$ cat src/rtl/spt_pkg.sv
// ---------------------------------------------------------------------------
// spt_pkg: shared types and constants of the SYN probe tracker
// Request and result layouts, register indexes, codes, controller/datapath
// command and status bundles.
// ---------------------------------------------------------------------------
package spt_pkg;

  localparam int SLOTS_DEF = 32;

  // register reset values
  localparam logic [15:0] BASE_RST    = 16'd20000;
  localparam logic [15:0] SPAN_RST    = 16'd20000;
  localparam logic [3:0]  RETRIES_RST = 4'd2;
  localparam logic [15:0] TIMEOUT_RST = 16'd200;
  localparam logic [5:0]  MAXOUT_RST  = 6'd32;
  localparam logic [31:0] SEED_RST    = 32'd1;

  // register indexes
  localparam logic [2:0] REG_BASE    = 3'd0;
  localparam logic [2:0] REG_SPAN    = 3'd1;
  localparam logic [2:0] REG_RETRIES = 3'd2;
  localparam logic [2:0] REG_TIMEOUT = 3'd3;
  localparam logic [2:0] REG_MAXOUT  = 3'd4;
  localparam logic [2:0] REG_SEED    = 3'd5;

  // operation codes
  localparam logic [1:0] OP_LAUNCH   = 2'd0;
  localparam logic [1:0] OP_RESPONSE = 2'd1;
  localparam logic [1:0] OP_TICK     = 2'd2;

  // result kinds
  localparam logic [1:0] KIND_PROBE  = 2'd0;
  localparam logic [1:0] KIND_REPORT = 2'd1;
  localparam logic [1:0] KIND_REFUSE = 2'd2;

  // port states
  localparam logic [1:0] ST_OPEN       = 2'd0;
  localparam logic [1:0] ST_CLOSED     = 2'd1;
  localparam logic [1:0] ST_UNFILTERED = 2'd2;
  localparam logic [1:0] ST_FILTERED   = 2'd3;

  // TCP flag bits
  localparam int FLAG_SYN = 1;
  localparam int FLAG_RST = 2;
  localparam int FLAG_ACK = 4;

  typedef struct packed {
    logic [1:0]  operation;
    logic [15:0] target_port;
    logic [15:0] resp_source_port;
    logic [15:0] resp_dest_port;
    logic [31:0] resp_ack;
    logic [7:0]  resp_flags;
    logic [15:0] resp_window;
    logic [7:0]  resp_ttl;
  } in_item_t;

  typedef struct packed {
    logic [1:0]  kind;
    logic [15:0] source_port;
    logic [15:0] target_port_out;
    logic [31:0] seq;
    logic [1:0]  port_state;
    logic [3:0]  attempt;
    logic [7:0]  ttl_out;
    logic [15:0] window_out;
    logic [31:0] rtt_ticks;
    logic        last;
  } out_item_t;

  typedef enum logic [1:0] {
    RES_PROBE  = 2'd0,
    RES_REFUSE = 2'd1,
    RES_REPORT = 2'd2,
    RES_FILTER = 2'd3
  } res_sel_t;

  // controller to datapath
  typedef struct packed {
    logic     ld_item;
    logic     tick_now;
    logic     idx_clr;
    logic     idx_inc;
    logic     aidx_clr;
    logic     aidx_inc;
    logic     rd_alloc;
    logic     alloc_init;
    logic     alloc_next;
    logic     clr_valid;
    logic     capture_free;
    logic     capture_due;
    logic     fill;
    logic     push;
    res_sel_t res_sel;
    logic     flush;
  } cmd_t;

  // datapath to controller
  typedef struct packed {
    logic [1:0] op;
    logic       full;
    logic       idx_last;
    logic       aidx_last;
    logic       valid_at_idx;
    logic       tries_zero;
    logic       port_hit;
    logic       resp_key;
    logic       resp_tgt;
    logic       resp_has_result;
    logic       due;
    logic       retry_ok;
  } sts_t;

endpackage

$ cat src/rtl/spt_ctrl.sv
// ---------------------------------------------------------------------------
// spt_ctrl: sequencer of the SYN probe tracker
// Walks the slot table for launch, response and tick requests and runs the
// port allocation search as a subroutine.
// ---------------------------------------------------------------------------
module spt_ctrl (
  input  logic          clk,
  input  logic          rst_n,
  input  logic          start,
  output logic          busy,
  input  spt_pkg::sts_t sts,
  output spt_pkg::cmd_t cmd
);

  typedef enum logic [9:0] {
    S_IDLE   = 10'b0000000001,
    S_DECODE = 10'b0000000010,
    S_FREE   = 10'b0000000100,
    S_RD     = 10'b0000001000,
    S_CMP    = 10'b0000010000,
    S_NEXT   = 10'b0000100000,
    S_ALLOC  = 10'b0001000000,
    S_ARD    = 10'b0010000000,
    S_ACMP   = 10'b0100000000,
    S_FLUSH  = 10'b1000000000
  } state_t;

  state_t state_r, state_nxt;
  logic   is_launch;

  assign is_launch = sts.op == spt_pkg::OP_LAUNCH;
  assign busy      = state_r != S_IDLE;

  always_comb begin
    state_nxt   = state_r;
    cmd         = '0;
    cmd.res_sel = spt_pkg::RES_PROBE;
    case (state_r)
      S_IDLE: begin
        if (start) begin
          cmd.ld_item = 1'b1;
          state_nxt   = S_DECODE;
        end
      end
      S_DECODE: begin
        cmd.idx_clr = 1'b1;
        case (sts.op)
          spt_pkg::OP_LAUNCH: begin
            if (sts.full) begin
              cmd.push    = 1'b1;
              cmd.res_sel = spt_pkg::RES_REFUSE;
              state_nxt   = S_FLUSH;
            end else begin
              state_nxt = S_FREE;
            end
          end
          spt_pkg::OP_RESPONSE: state_nxt = S_RD;
          spt_pkg::OP_TICK: begin
            cmd.tick_now = 1'b1;
            state_nxt    = S_RD;
          end
          default: state_nxt = S_FLUSH;
        endcase
      end
      // first free slot; one exists whenever the table is under its limit
      S_FREE: begin
        if (!sts.valid_at_idx) begin
          cmd.capture_free = 1'b1;
          cmd.alloc_init   = 1'b1;
          state_nxt        = S_ALLOC;
        end else begin
          cmd.idx_inc = 1'b1;
        end
      end
      S_RD: state_nxt = S_CMP;
      S_CMP: begin
        if (sts.op == spt_pkg::OP_RESPONSE) begin
          if (sts.resp_key) begin
            if (sts.resp_tgt) begin
              cmd.clr_valid = 1'b1;
              if (sts.resp_has_result) begin
                cmd.push    = 1'b1;
                cmd.res_sel = spt_pkg::RES_REPORT;
              end
            end
            state_nxt = S_FLUSH;
          end else begin
            state_nxt = S_NEXT;
          end
        end else begin
          if (sts.due) begin
            cmd.clr_valid   = 1'b1;
            cmd.capture_due = 1'b1;
            if (sts.retry_ok) begin
              cmd.alloc_init = 1'b1;
              state_nxt      = S_ALLOC;
            end else begin
              cmd.push    = 1'b1;
              cmd.res_sel = spt_pkg::RES_FILTER;
              state_nxt   = S_NEXT;
            end
          end else begin
            state_nxt = S_NEXT;
          end
        end
      end
      S_NEXT: begin
        if (sts.idx_last) begin
          state_nxt = S_FLUSH;
        end else begin
          cmd.idx_inc = 1'b1;
          state_nxt   = S_RD;
        end
      end
      // allocation: take a candidate, then check it against every slot
      S_ALLOC: begin
        if (sts.tries_zero) begin
          cmd.push    = 1'b1;
          cmd.res_sel = is_launch ? spt_pkg::RES_REFUSE : spt_pkg::RES_FILTER;
          state_nxt   = is_launch ? S_FLUSH : S_NEXT;
        end else begin
          cmd.alloc_next = 1'b1;
          cmd.aidx_clr   = 1'b1;
          state_nxt      = S_ARD;
        end
      end
      S_ARD: begin
        cmd.rd_alloc = 1'b1;
        state_nxt    = S_ACMP;
      end
      S_ACMP: begin
        if (sts.port_hit) begin
          state_nxt = S_ALLOC;
        end else if (sts.aidx_last) begin
          cmd.fill    = 1'b1;
          cmd.push    = 1'b1;
          cmd.res_sel = spt_pkg::RES_PROBE;
          state_nxt   = is_launch ? S_FLUSH : S_NEXT;
        end else begin
          cmd.aidx_inc = 1'b1;
          state_nxt    = S_ARD;
        end
      end
      S_FLUSH: begin
        cmd.flush = 1'b1;
        state_nxt = S_IDLE;
      end
      default: state_nxt = S_IDLE;
    endcase
  end

  always_ff @(posedge clk) begin
    if (!rst_n) state_r <= S_IDLE;
    else        state_r <= state_nxt;
  end

endmodule

$ cat config.mk
export PLATFORM = sky130hd
export DESIGN_NAME = spt_ctrl
export DESIGN_NICKNAME = d
export VERILOG_FILES = /design/src/rtl/spt_pkg.sv /design/src/rtl/spt_ctrl.sv
export SDC_FILE = /design/constraint.sdc
export NUM_CORES = 1
export LEC_CHECK = 0
export ABC_AREA = 1
export BUFFER_PORTS_ARGS = -buffer_cell sky130_fd_sc_hd__buf_4
export CORE_ASPECT_RATIO = 1.25
export CORE_MARGIN = 10
export CORE_UTILIZATION = 28
export DETAILED_ROUTE_END_ITERATION = 16
export MAX_ROUTING_LAYER = met4
export PLACE_DENSITY = 0.48
export SYNTH_ARGS = -nofsm -noshare
export SYNTH_HDL_FRONTEND = slang
export SYNTH_SLANG_ARGS = --single-unit
$ cat constraint.sdc
create_clock -name clk -period 1.8 [get_ports clk]
set_clock_uncertainty 0.05 [all_clocks]
set_input_delay 0.09 -clock clk [delete_from_list [all_inputs] [get_ports clk]]
set_output_delay 0.09 -clock clk [all_outputs]
set_load 0.05 [all_outputs]
# Word-level counts from Yosys, hierarchy flattened
# Cells that the tools add are included.
[word_totals] ff_bits=10 input_bits=16 output_inout_bits=18 word_cells=74
[op_classes] n_eq_ne=15 n_mux=55 n_reduce_logical=3
[op_table] op="2-to-1 mux 10 bit" n=10
[op_table] op="case mux 10 bit (9 select lines)" n=1
[op_table] op="2-to-1 mux 3 bit" n=9
[op_table] op="2-to-1 mux 1 bit" n=25
[op_table] op="case mux 10 bit (2 select lines)" n=1
[op_table] op="2-to-1 mux 7 bit" n=2
[op_table] op="case mux 3 bit (4 select lines)" n=1
[op_table] op="equality test 10 x 1 -> 1 bit, second input constant" n=1
[op_table] op="equality test 10 bit, second input constant" n=1
[op_table] op="equality test 10 x 2 -> 1 bit, second input constant" n=1
[op_table] op="equality test 10 x 3 -> 1 bit, second input constant" n=1
[op_table] op="equality test 10 x 4 -> 1 bit, second input constant" n=1
[op_table] op="equality test 10 x 5 -> 1 bit, second input constant" n=1
[op_table] op="equality test 10 x 6 -> 1 bit, second input constant" n=1
[op_table] op="equality test 10 x 7 -> 1 bit, second input constant" n=1
[op_table] op="equality test 10 x 8 -> 1 bit, second input constant" n=1
[op_table] op="equality test 10 x 9 -> 1 bit, second input constant" n=1
[op_table] op="inequality test 10 x 1 -> 1 bit, second input constant" n=1
[op_table] op="2-to-1 mux 4 bit" n=2
[op_table] op="2-to-1 mux 2 bit" n=2
[op_table] op="inequality test 2 bit, second input constant" n=2
[op_table] op="case mux 1 bit (2 select lines)" n=2
[op_table] op="equality test 2 x 1 -> 1 bit, second input constant" n=1
[op_table] op="equality test 2 bit, second input constant" n=1
[op_table] op="other kinds (3)" n=3

# Depth between registers and ports, before layout
[depth] word_depth=5 ltp_mapped=10 mapped_depth_nobuf=10

# Worst setup path after synthesis
# Ideal clock, no wire load.
[synth_path] path_kind="register to output" startpoint="register state_r[3]" endpoint="output cmd[0] in the netlist's numbering" arrival_ps=2065 required_time_ps=1660 slack_ps=-405 path_stages_with_launch=4 path_buffers=0 path_cell_list="dfxtp_1 > nor2_2 > nand2_2 > nor4_1"
[synth_lines] element="start, declared" line="spt_ctrl.sv:28" source="state_t state_r, state_nxt;"
[synth_lines] element="start signal, assigned" line="spt_ctrl.sv:154" source="else state_r <= state_nxt;"
[synth_lines] element="end, declared" line="spt_ctrl.sv:12" source="output spt_pkg::cmd_t cmd"

==> summary.md <==
| Metric | Value |
|---|---|
| Crit-path max FO | 5 |
| RSZ-0062 raised after global routing | yes |
| Worst EP required | 1660 ps |
| Yosys reg bits | 10 |
| Final #Nets | 213 |
| Clock-pin slew on the worst setup and hold paths | 70 ps |
| Final WL | 2820 um |
| Area of the multi-input gates | 639 um2 |
| DR iter-0 viols | 22 |
| DR WL/cell | 12.4 um |
| Area Growth Syn to Fin | 66.5% |
| Data arrival time of the critical path | 1660 ps |
| Vias per cell | 4.42 |
| Fmax | 555 MHz |
| Biggest regs | state_r x10 |
| Die height | 81.1 um |
| Mapped Cells | 145 |
| Largest net degree at the start of global routing | 10 |
| Setup Crit Path Kind | reg2out |
| Post-synthesis cell type count | 23 |
| Slew margin rel. | 0.801 |
| Vias in the first global route | 1092 |
| Largest Register | state_r |
| Final worst path period share | 1.00 |
| Syn Nets | 165 |
| Initial Util | 0.287 |
| Seq/Total Area, Yosys | 0.239 |
| Net Sw Power | 0.207 mW |
| Final ANT Viol Nets | 0 |
| Hpwl dp | 2230 um |
| Static leakage | 0.688 nW |
| Synth top area share | 0.239 |
| Comb pwr share | 0.291 |
| Max reg flops | 10 |
| Number of port buffers | 33 |
| Clock latency on the worst-skew pair | 270 ps |
| Status | complete, but fails checks |
| Post-layout min period | 1800 ps |
| I/O pin count | 34 |
| GR Util All Layers | 0.112 |
| Slew @ Worst Pin | 297 ps |
| Area contributors post-synth | dfxtp_1 24%, nand2_1 16%, inv_1 12%, nor2_1 11%, ha_1 6.0% |
| DIE AREA | 5590 um2 |
| Clock root cell | clkbuf_4 |
| Filler Cell Count | 328 |
| Initial antenna violation count | 0 |
| Most frequently used flop master after synthesis | dfxtp_1 |
| Syn Area/Cell | 5.77 um2 |
| Critical Path Start Type | register |
| Clock share of power | 0.339 |
| Fin. Hold Viols | 0 |
| CTS buffer count | 3 |
| Deepest clock path buffer count | 2 |
| Pre-antenna DRT Iters | 4 |
| Yosys Warn Count | 0 |
| Number of synthesized flops with an enable pin | 0 |
| Worst VDD drop | 0.000209 V |
| Commonest cells in the netlist | 36 x nand2_1, 27 x inv_1, 25 x nor2_1 |
| Synthesized cell area | 837 um2 |
| Max-slew violation count | 0 |
| Number of remaining DRC errors | 0 |
| Layout cells sized above 1 | 0.458 |
| Placed cell area | 1150 um2 |
| Final setup fails | 1 |
| Routability cong. | 0.804 |
| DR vias | 1008 |
| Cell Pwr Density | 453 nW/um2 |
| Failing checks | negative setup slack |
| Final Cell Area | 1390 um2 |
| Leading area contributor after synthesis | dfxtp_1 |
| Hold Path Depth | 3 |
| CTS tree | done |
| Sequential share of power | 0.370 |
| FP Rows | 22 |
| Internal power | 0.424 mW |
| FF-to-FF path depth | 12 |
| Most numerous cell in the Yosys netlist | nand2_1 |
| First-pass GRT wire length | 4730 um |
| # clock sinks | 10 |
| Crit end category | output port |
| Setup TNS | -3.26 ps |
| Max-cap violations | 0 |
| Diode count | 0 |
| H-tree depth | 1 |
| Grt ovf | 0 |
| Floorplan Core Area | 2920 um2 |
| Net Sw Frac | 0.329 |
| Setup ws final | -3.26 ps |
| Area occupied by registers | 209 um2 |
| Post-synth ARST share | 0 |
| Min Hold Slack | 34.7 ps |
| Final core occ | 0.478 |
| Min-Delay Path Class | in2reg |
| Die Wd | 68.9 um |
[kinds of logic after synthesis]
kind of cell | share of synthesized area
flops | 0.239
compound gates | 0.0807
buf+inv | 0.139
simple gates | 0.481
fa+ha+maj | 0.0598
[cell type report]
| type | instances | area share |
|---|---|---|
| clock buffer | 4 | 0.0260 |
| inverter | 29 | 0.0781 |
| multi-input combinational | 105 | 0.459 |
| sequential | 10 | 0.150 |
| tap | 36 | 0.0323 |
| timing repair buffer | 44 | 0.255 |
[power groups by stage]
stage | combinational, mW | sequential, mW | clock [mW]
floorplan | 0.0940 | 0.235 | 0
global placement | 0.156 | 0.236 | 0
detailed placement | 0.156 | 0.236 | 0
CTS | 0.172 | 0.233 | 0.218
global route | 0.202 | 0.235 | 0.234
finish | 0.184 | 0.234 | 0.214
[worst paths after layout]
path / start / endpoint / slack [ps]
worst max-delay path: state_r[0] / cmd[2] / -3
worst min register to register: state_r[7] / state_r[8] / 560
worst max register to register: state_r[0] / state_r[0] / 280
worst min-delay path: start / state_r[1] / 30
[cell usage in the layout (no fill, tap or decap), types with 5 or more instances in the layout]
master and count:
nor2_4 10, buf_4 37, buf_6 6, a21oi_1 5, nand2_2 6, nand3_1 8, dfxtp_1 5, nor2_1 17
nand2_1 32, inv_1 24, nor2_2 5
[routing by layer]
metal / vias to the layer above / track usage / wire, um
met5: - / - / 0
met4: 0 / 0.0672 / 61
met3: 5 / 0.0124 / 83
met2: 28 / 0.181 / 1480
met1: 440 / 0.127 / 1190
li1: 535 / - / -
[critical path: stages (launching register included)]
cell     delay [ps]
dfxtp_2         340
nor2_4          140
nand2_4         100
nor2_4          120
nand2_4          70
nor2_4          110
inv_2            50
o21a_1          190
o21ai_2          70
buf_6           180
[stage by stage]
stage	worst slack [ps]	std cells	power, mW
4_1_cts	-24.5	226	0.622
2_1_floorplan	-267	145	0.329
6_report	-3.26	228	0.631
3_5_place_dp	146	215	0.392
3_3_place_gp	190	215	0.391
5_1_grt	-102	228	0.670
[timing repair]
| action | CTS | global route |
|---|---|---|
| pin swaps | 9 | 9 |
| endpoints found under the setup margin | 4 | 12 |
| hold endpoints to repair | 1 | 0 |
| buffers inserted | 6 | 2 |
| cloned | 0 | 0 |
| resized for setup | 17 | 24 |
| hold buffers | 1 | 0 |
Power figures use the tool's default switching activity.
